File: src/llsx_pkg.sv
// llsx_pkg: shared widths, constants, stage types and the degree arctangent table
// for the lon/lat to sphere xyz converter; no dependencies
`timescale 1ns / 1ps
`default_nettype none

package llsx_pkg;

    // rotation stages of the trig unit and size of the arctangent table
    localparam int TRIG_STAGES = 16;
    localparam int ATAN_LEN    = 24;
    localparam int CORDIC_LEN  = (TRIG_STAGES < ATAN_LEN) ? TRIG_STAGES : ATAN_LEN;

    // field widths
    localparam int LON_W   = 25;
    localparam int LAT_W   = 24;
    localparam int OFF_W   = 32;
    localparam int BASE_W  = 32;
    localparam int COORD_W = 34;

    // internal widths
    localparam int WRAP_W = 34;  // Q.24 degrees before wrapping
    localparam int ANG_W  = 32;  // Q.24 degrees after folding
    localparam int CXY_W  = 33;  // trig vector, Q2.30 with headroom
    localparam int TRIG_W = 18;  // rounded sine and cosine, Q16
    localparam int RAD_W  = 34;  // base radius plus offset
    localparam int PROD_W = RAD_W + TRIG_W;

    // angle constants in Q.24 degrees
    localparam logic signed [WRAP_W-1:0] HALF_TURN    = 34'sd3019898880;
    localparam logic signed [WRAP_W-1:0] FULL_TURN    = 34'sd6039797760;
    localparam logic signed [WRAP_W-1:0] QUARTER_TURN = 34'sd1509949440;

    // start vector, the inverse rotation gain in Q2.30
    localparam logic signed [CXY_W-1:0] CORDIC_START = 33'sd652032874;

    // register indexes on the config port (paddr[2])
    localparam logic REG_BASE_RADIUS = 1'b0;
    localparam logic [BASE_W-1:0] BASE_RADIUS_RESET = 32'd65536;

    // item after angle reduction
    typedef struct packed {
        logic signed [ANG_W-1:0] lon_ang;
        logic                    lon_neg;
        logic signed [ANG_W-1:0] lat_ang;
        logic                    lat_neg;
        logic signed [RAD_W-1:0] radius;
    } prep_t;

    // one rotation lane
    typedef struct packed {
        logic signed [ANG_W-1:0] ang;
        logic signed [CXY_W-1:0] x;
        logic signed [CXY_W-1:0] y;
        logic                    neg;
    } lane_t;

    // item inside and after the trig pipeline
    typedef struct packed {
        lane_t                   lon;
        lane_t                   lat;
        logic signed [RAD_W-1:0] radius;
    } cordic_t;

    // atan(2^-i) in Q.24 degrees
    function automatic logic signed [ANG_W-1:0] atan_deg(input int idx);
        logic signed [ANG_W-1:0] v;
        case (idx)
            0:       v = 32'sd754974720;
            1:       v = 32'sd445687602;
            2:       v = 32'sd235489088;
            3:       v = 32'sd119537938;
            4:       v = 32'sd60000934;
            5:       v = 32'sd30029717;
            6:       v = 32'sd15018523;
            7:       v = 32'sd7509720;
            8:       v = 32'sd3754917;
            9:       v = 32'sd1877466;
            10:      v = 32'sd938734;
            11:      v = 32'sd469367;
            12:      v = 32'sd234684;
            13:      v = 32'sd117342;
            14:      v = 32'sd58671;
            15:      v = 32'sd29335;
            16:      v = 32'sd14668;
            17:      v = 32'sd7334;
            18:      v = 32'sd3667;
            19:      v = 32'sd1833;
            20:      v = 32'sd917;
            21:      v = 32'sd458;
            22:      v = 32'sd229;
            23:      v = 32'sd115;
            default: v = 32'sd0;
        endcase
        return v;
    endfunction

endpackage

`default_nettype wire

File: src/llsx_prep.sv
// llsx_prep: input register with radius add, angle wrap to +-180 and fold to +-90
// three pipeline stages; depends on llsx_pkg
`timescale 1ns / 1ps
`default_nettype none

module llsx_prep (
    input  wire logic                                aclk,
    input  wire logic                                aresetn,
    input  wire logic                                in_valid,
    output logic                                     in_ready,
    input  wire logic signed [llsx_pkg::LON_W-1:0]   lon,
    input  wire logic signed [llsx_pkg::LAT_W-1:0]   lat,
    input  wire logic signed [llsx_pkg::OFF_W-1:0]   off,
    input  wire logic        [llsx_pkg::BASE_W-1:0]  base_radius,
    output logic                                     out_valid,
    input  wire logic                                out_ready,
    output llsx_pkg::prep_t                          out_item
);

    typedef struct packed {
        logic signed [llsx_pkg::ANG_W-1:0] ang;
        logic                              neg;
    } fold_t;

    // bring a Q.24 degree angle into [-180, 180]
    function automatic logic signed [llsx_pkg::WRAP_W-1:0] wrap_ang(
        input logic signed [llsx_pkg::WRAP_W-1:0] a
    );
        logic signed [llsx_pkg::WRAP_W-1:0] r;
        r = a;
        if (a > llsx_pkg::HALF_TURN) begin
            r = a - llsx_pkg::FULL_TURN;
        end else if (a < -llsx_pkg::HALF_TURN) begin
            r = a + llsx_pkg::FULL_TURN;
        end
        return r;
    endfunction

    // fold into [-90, 90] by a half turn, flagging a sign flip of sin and cos
    function automatic fold_t fold_ang(input logic signed [llsx_pkg::WRAP_W-1:0] a);
        fold_t f;
        logic signed [llsx_pkg::WRAP_W-1:0] r;
        r = a;
        f.neg = 1'b0;
        if (a > llsx_pkg::QUARTER_TURN) begin
            r = a - llsx_pkg::HALF_TURN;
            f.neg = 1'b1;
        end else if (a < -llsx_pkg::QUARTER_TURN) begin
            r = a + llsx_pkg::HALF_TURN;
            f.neg = 1'b1;
        end
        f.ang = r[llsx_pkg::ANG_W-1:0];
        return f;
    endfunction

    logic                                v1_reg, v2_reg, v3_reg;
    logic                                rdy1, rdy2, rdy3;
    logic signed [llsx_pkg::LON_W-1:0]   lon1_reg;
    logic signed [llsx_pkg::LAT_W-1:0]   lat1_reg;
    logic signed [llsx_pkg::RAD_W-1:0]   rad1_reg, rad2_reg;
    logic signed [llsx_pkg::RAD_W-1:0]   rad_next;
    logic signed [llsx_pkg::WRAP_W-1:0]  lonw_reg, latw_reg;
    logic signed [llsx_pkg::WRAP_W-1:0]  lonw_next, latw_next;
    fold_t                               lon_fold, lat_fold;
    llsx_pkg::prep_t                     item_reg;

    // ready chain, a stage takes data when empty or when it drains
    assign rdy3     = !v3_reg || out_ready;
    assign rdy2     = !v2_reg || rdy3;
    assign rdy1     = !v1_reg || rdy2;
    assign in_ready = rdy1;

    // radius = base + offset
    assign rad_next = $signed({2'b00, base_radius}) + llsx_pkg::RAD_W'(off);

    // widen to Q.24 and wrap
    assign lonw_next = wrap_ang(llsx_pkg::WRAP_W'($signed({lon1_reg, 8'd0})));
    assign latw_next = wrap_ang(llsx_pkg::WRAP_W'($signed({lat1_reg, 8'd0})));

    // fold
    assign lon_fold = fold_ang(lonw_reg);
    assign lat_fold = fold_ang(latw_reg);

    // valid bits
    always_ff @(posedge aclk) begin
        if (!aresetn) begin
            v1_reg <= 1'b0;
            v2_reg <= 1'b0;
            v3_reg <= 1'b0;
        end else begin
            if (rdy1) v1_reg <= in_valid;
            if (rdy2) v2_reg <= v1_reg;
            if (rdy3) v3_reg <= v2_reg;
        end
    end

    // payload stages
    always_ff @(posedge aclk) begin
        if (rdy1) begin
            lon1_reg <= lon;
            lat1_reg <= lat;
            rad1_reg <= rad_next;
        end
        if (rdy2) begin
            lonw_reg <= lonw_next;
            latw_reg <= latw_next;
            rad2_reg <= rad1_reg;
        end
        if (rdy3) begin
            item_reg.lon_ang <= lon_fold.ang;
            item_reg.lon_neg <= lon_fold.neg;
            item_reg.lat_ang <= lat_fold.ang;
            item_reg.lat_neg <= lat_fold.neg;
            item_reg.radius  <= rad2_reg;
        end
    end

    assign out_valid = v3_reg;
    assign out_item  = item_reg;

endmodule

`default_nettype wire

File: config.mk
export PLATFORM = sky130hd
export DESIGN_NAME = llsx_prep
export DESIGN_NICKNAME = d
export VERILOG_FILES = /design/src/llsx_pkg.sv /design/src/llsx_prep.sv
export SDC_FILE = /design/constraint.sdc
export NUM_CORES = 1
export LEC_CHECK = 0
export BUFFER_PORTS_ARGS = -buffer_cell sky130_fd_sc_hd__clkbuf_2
export CAP_MARGIN = 5
export CELL_PAD_IN_SITES_DETAIL_PLACEMENT = 0
export CELL_PAD_IN_SITES_GLOBAL_PLACEMENT = 1
export CORE_ASPECT_RATIO = 0.7
export CORE_UTILIZATION = 45
export DETAILED_ROUTE_END_ITERATION = 8
export PLACE_DENSITY = 0.85
export SLEW_MARGIN = 20
export SYNTH_ARGS = -nofsm -noshare
export SYNTH_HDL_FRONTEND = slang
export SYNTH_SLANG_ARGS = --single-unit
File: constraint.sdc
create_clock -name aclk -period 5.02 [get_ports aclk]
set_input_delay 1.004 -clock aclk [delete_from_list [all_inputs] [get_ports aclk]]
set_output_delay 1.004 -clock aclk [all_outputs]
set_load 0.1 [all_outputs]
Word level (Yosys, flattened, before mapping)

Index checks and enable logic that the tools add are counted.

Memory bits (writable): 0
Bits in registers: 288
Memories kept: 0
Output and inout port bits: 102
ROM bits: 0
Word-level logic and storage cells: 47
Latch bits: 0
Bits of input ports: 117

Shifts and indexed selects: 0
$lt $le $gt $ge: 8
Muxes and demuxes: 10
$add $sub $neg: 9
Reductions and logical operators: 6
Equality and inequality tests: 0
Multipliers: 0
Bitwise operators: 0
Divide/modulo/power cells: 0

Operator list:

| cell                     | number |
|---|---|
| $mux W34                 | 4 |
| $mux W32                 | 4 |
| $gt A34 B32 Y1 const B   | 2 |
| $lt A34 B32 Y1 const B   | 2 |
| $add A32 B32 Y32 const B | 2 |
| $sub A32 B32 Y32 const B | 2 |
| $add A32 B34 Y34 const B | 1 |
| $add A33 B32 Y34         | 1 |
| $add A33 B34 Y34 const B | 1 |
| $sub A32 B34 Y34 const B | 1 |
| $sub A33 B34 Y34 const B | 1 |
| $gt A32 B33 Y1 const B   | 1 |
| $gt A33 B33 Y1 const B   | 1 |
| $lt A32 B33 Y1 const B   | 1 |
| $lt A33 B33 Y1 const B   | 1 |
| $logic_not A1 Y1         | 3 |
| $logic_or A1 B1 Y1       | 3 |
| $mux W1                  | 2 |

Longest topological paths before layout

Word-level depth: 4
Gate-level depth with buffers: 10
Mapped depth without buffers: 10

Worst setup path after synthesis

Ideal clock, no wire load.

Path type: register to register
Start: register v3_reg, in the netlist out_valid
End: register lat1_reg[0] (netlist bit) (enable)
Path buffers: 0
Slack: -0.177 ns
Library setup time: 1.317 ns
Cell stages (with the launch flop): 3
Clock period less this slack: 5.197 ns
Required time: 3.703 ns
Arrival time: 3.881 ns
Cell sequence: dfxtp_1 -> nor2b_1 -> nand3_1

Word-level cells in the longest chain between the ends: 4

Ends and longest elaborated chain:

| element                | line             | text |
|---|---|---|
| from (decl)            | llsx_prep.sv:56  | `logic v1_reg, v2_reg, v3_reg;` |
| from (signal assigned) | llsx_prep.sv:93  | `if (rdy3) v3_reg <= v2_reg;` |
| $logic_not A1 Y1       | llsx_prep.sv:68  | `assign rdy3 = !v3_reg \|\| out_ready;` |
| $logic_or A1 B1 Y1     | llsx_prep.sv:68  |  |
| $logic_or A1 B1 Y1     | llsx_prep.sv:69  | `assign rdy2 = !v2_reg \|\| rdy3;` |
| $logic_or A1 B1 Y1     | llsx_prep.sv:70  | `assign rdy1 = !v1_reg \|\| rdy2;` |
| named net in_ready     | llsx_prep.sv:10  | `output logic in_ready,` |
| to (signal assigned)   | llsx_prep.sv:101 | `lat1_reg <= lat;` |
| to (decl)              | llsx_prep.sv:59  | `logic signed [llsx_pkg::LAT_W-1:0] lat1_reg;` |

The timed path passes the listed nets, and every way through them passes these cells.
A chain may end at the register's enable or synchronous reset.

Final worst setup path

Start: input port out_ready
End: output port in_ready

Word-level cells in the longest chain between the ends: 3

Ends and longest elaborated chain:

| element            | line            | text |
|---|---|---|
| from (decl)        | llsx_prep.sv:16 | `input wire logic out_ready,` |
| $logic_or A1 B1 Y1 | llsx_prep.sv:68 |  |
| $logic_or A1 B1 Y1 | llsx_prep.sv:69 |  |
| $logic_or A1 B1 Y1 | llsx_prep.sv:70 |  |
| to (decl)          | llsx_prep.sv:10 |  |

No other way between the ends.

==> impl_metrics.toml <==
[final_layout]
layout-drive-gt1-share_pct = 27.7
layout.nets = 1062
largest_reg_flops = 84
antenna_cells = 0
fillers = 1879
area_growth_pct = 19.7
final_cell_mix = "edfxtp_1 (253), clkbuf_2 (202), ha_1 (45)"
final_common_cell = "edfxtp_1"

[timing]
fin_tns_setup_ps = 0
timing.final.crit_period_ps = 3230
slew_viol_final = 0
slew_headroom_pct = 47.8
hold_ws_ps = 414
hold_viol = 0
period_share_pct = 64.3
rsz0062_at_grt = "false"
finalClockSkew_ps = 16.9
setup_viol = 0
fmax_mhz = 310
worst_pin_slew_ps = 782

[synthesis]
ys_types = 60
ys_seq_area_share_pct = 72.1
synth-seq-cells = 256
syn_area_um2 = 10600
async_flop_share_pct = 0
synth_edf_count = 253
syn_avg_cell_area_um2 = 15.3
synth_cells = 696
yosys_warnings = 0
synth-main-ff-cell = "edfxtp_1"

[run_status]
status = "finished, final reports clean"

[floorplan]
start_util_pct = 46.4
die_w_um = 186
fp-row-count = 46
fp.coreArea_um2 = 22900
dieArea_um2 = 24200
die_h_um = 131
ioPinCount = 219

[drt]
route.vias.total = 6209
drc_errors = 0
routed_wirelength_mm = 19.4
first_iter_violations = 358
wire_per_inst_um = 15.8
viasPerCell = 5.05
ant_nets = 0
drt_pass1_iterations = 5

[clock_tree]
cts_setup_buffers = 0
clk_path_buf_depth = 3
insertion_delay_ps = 510
cts_tree = "done"
holdBufCountCts = 0
cts.reportedPaths.clkPinSlew_ps = 60
root_buffer = "clkbuf_16"
cts_resized = 0
cts_sinks = 256
numCtsBuffers = 26
cts_max_level = 1

[setup_path]
r2r_slack_ps = 2400
critical_path_class = "input pin to output port"
crit_arrival_ps = 2230
r2r_start = "out_valid"
critPathMaxFanout = 5
setup.worst_path.end_class = "output port"
reg2reg_depth = 3
reg2reg_to = "out_item[95]"
crit_path_start = "out_ready"
cp.required_ps = 4020
cp-start-kind = "input pin"
endpoint = "in_ready"

[flow_run]
cap_viol_max_count = 0

[pwr]
peakVddDrop_v = 0.000273
leakagePower_uw = 0.00516
power_density_nw_per_um2 = 463

[grt]
grt.overflow.total = 0
grt.total_usage_pct = 15.7
grt_pass1_wl_mm = 29.6
antenna_found_initial = 1
grt_max_degree = 87
grt_pass1_vias = 5619

[hold_path]
worstHoldStart = "lat1_reg[7]"
min_path_type = "flip-flop to flip-flop"

[place]
gp_congestion = 0.876
port_buffers = 202
dpl.hpwl_mm = 14.2
[per-stage QoR]
step | cells | utilization [%] | setup WS (ps) | area (um^2) | power (uW)
after floorplan | 711 | - | 1150 | 10700 | 3890
after CTS | 1230 | 55.5 | 1910 | 12700 | 5950
after global placement | 1183 | 51.9 | 1620 | 11900 | 4120
after detailed placement | 1183 | 51.9 | 1540 | 11900 | 4130
final | 1230 | 55.5 | 1790 | 12700 | 5890
after global routing | 1230 | 55.5 | 1710 | 12700 | 6100
[worst min path at each step]
stage | endpoint | slack, ps | cells after the start
after floorplan | latw_reg[10] | 400 | 0
after global placement | rad2_reg[0] | 400 | 0
after detailed placement | latw_reg[15] | 400 | 0
after CTS | rad2_reg[12] | 420 | 0
after global routing | out_item[2] | 420 | 0
final | latw_reg[15] | 410 | 0
[critical path, cell delays in order]
cell and delay, ps:
clkbuf_2 80, nor2b_1 600, nand3_4 130, clkbuf_2 400
[Yosys cell counts, types with 3 or more instances]
library cell | count | share of area [%]
edfxtp_1 | 253 | 72
ha_1 | 45 | 5.3
a21oi_1 | 39 | 1.8
nand2_1 | 39 | 1.4
o21ai_0 | 26 | 1.2
xnor2_1 | 25 | 2.1
clkbuf_1 | 23 | 0.81
nor2_1 | 21 | 0.74
inv_1 | 19 | 0.67
xor2_1 | 19 | 1.6
buf_4 | 16 | 1.1
nand3_1 | 15 | 0.71
a21o_1 | 14 | 0.99
nor3_1 | 11 | 0.52
nor4_1 | 11 | 0.65
nand4_1 | 9 | 0.53
o21ai_1 | 9 | 0.42
a31oi_1 | 8 | 0.47
a211oi_1 | 7 | 0.49
o21a_1 | 7 | 0.49
nor2b_1 | 6 | 0.35
o211ai_1 | 6 | 0.42
a211o_1 | 5 | 0.41
buf_2 | 5 | 0.24
nand2b_1 | 4 | 0.24
or4_1 | 4 | 0.28
and3_1 | 3 | 0.18
and4_1 | 3 | 0.25
dfxtp_1 | 3 | 0.57
o21bai_1 | 3 | 0.21
o22ai_1 | 3 | 0.18
[power by group]
part	switching [uW]	internal (uW)
logic	1070	235
clock network	729	1080
registers	97.8	2680
total	1900	3990
[cell type report]
type / count / area, um^2 / area share, %
Sequential cell: 256 / 7660 / 60.2
Multi-Input combinational cell: 392 / 2750 / 21.6
Timing Repair Buffer: 204 / 1030 / 8.10
Clock buffer: 32 / 694 / 5.46
Tap cell: 312 / 390 / 3.07
Clock inverter: 15 / 126 / 0.994
Inverter: 19 / 72.6 / 0.571
[logic make-up after synthesis]
kind of cell               count (synthesis)  share of synthesized area [%]
muxes                                      1                          0.106
and+or+nand+nor                          137                           6.63
adders and majority gates                 46                           5.49
other                                      1                         0.0353
buffers and inverters                     63                           2.85
DFF                                      256                           72.1
AOI/OAI and AO/OA                        148                           9.16
xor gates and xnor gates                  44                           3.63
[layer usage]
layer | vias to the layer above | global-route usage, % | routed length [um]
li1 | 3051 | - | -
met2 | 246 | 23.8 | 8270
met1 | 2871 | 22.9 | 9120
met3 | 39 | 3.22 | 1560
met4 | 2 | 5.06 | 470
met5 | - | 0 | 13
No activity file was read; power rests on OpenSTA's default activity.
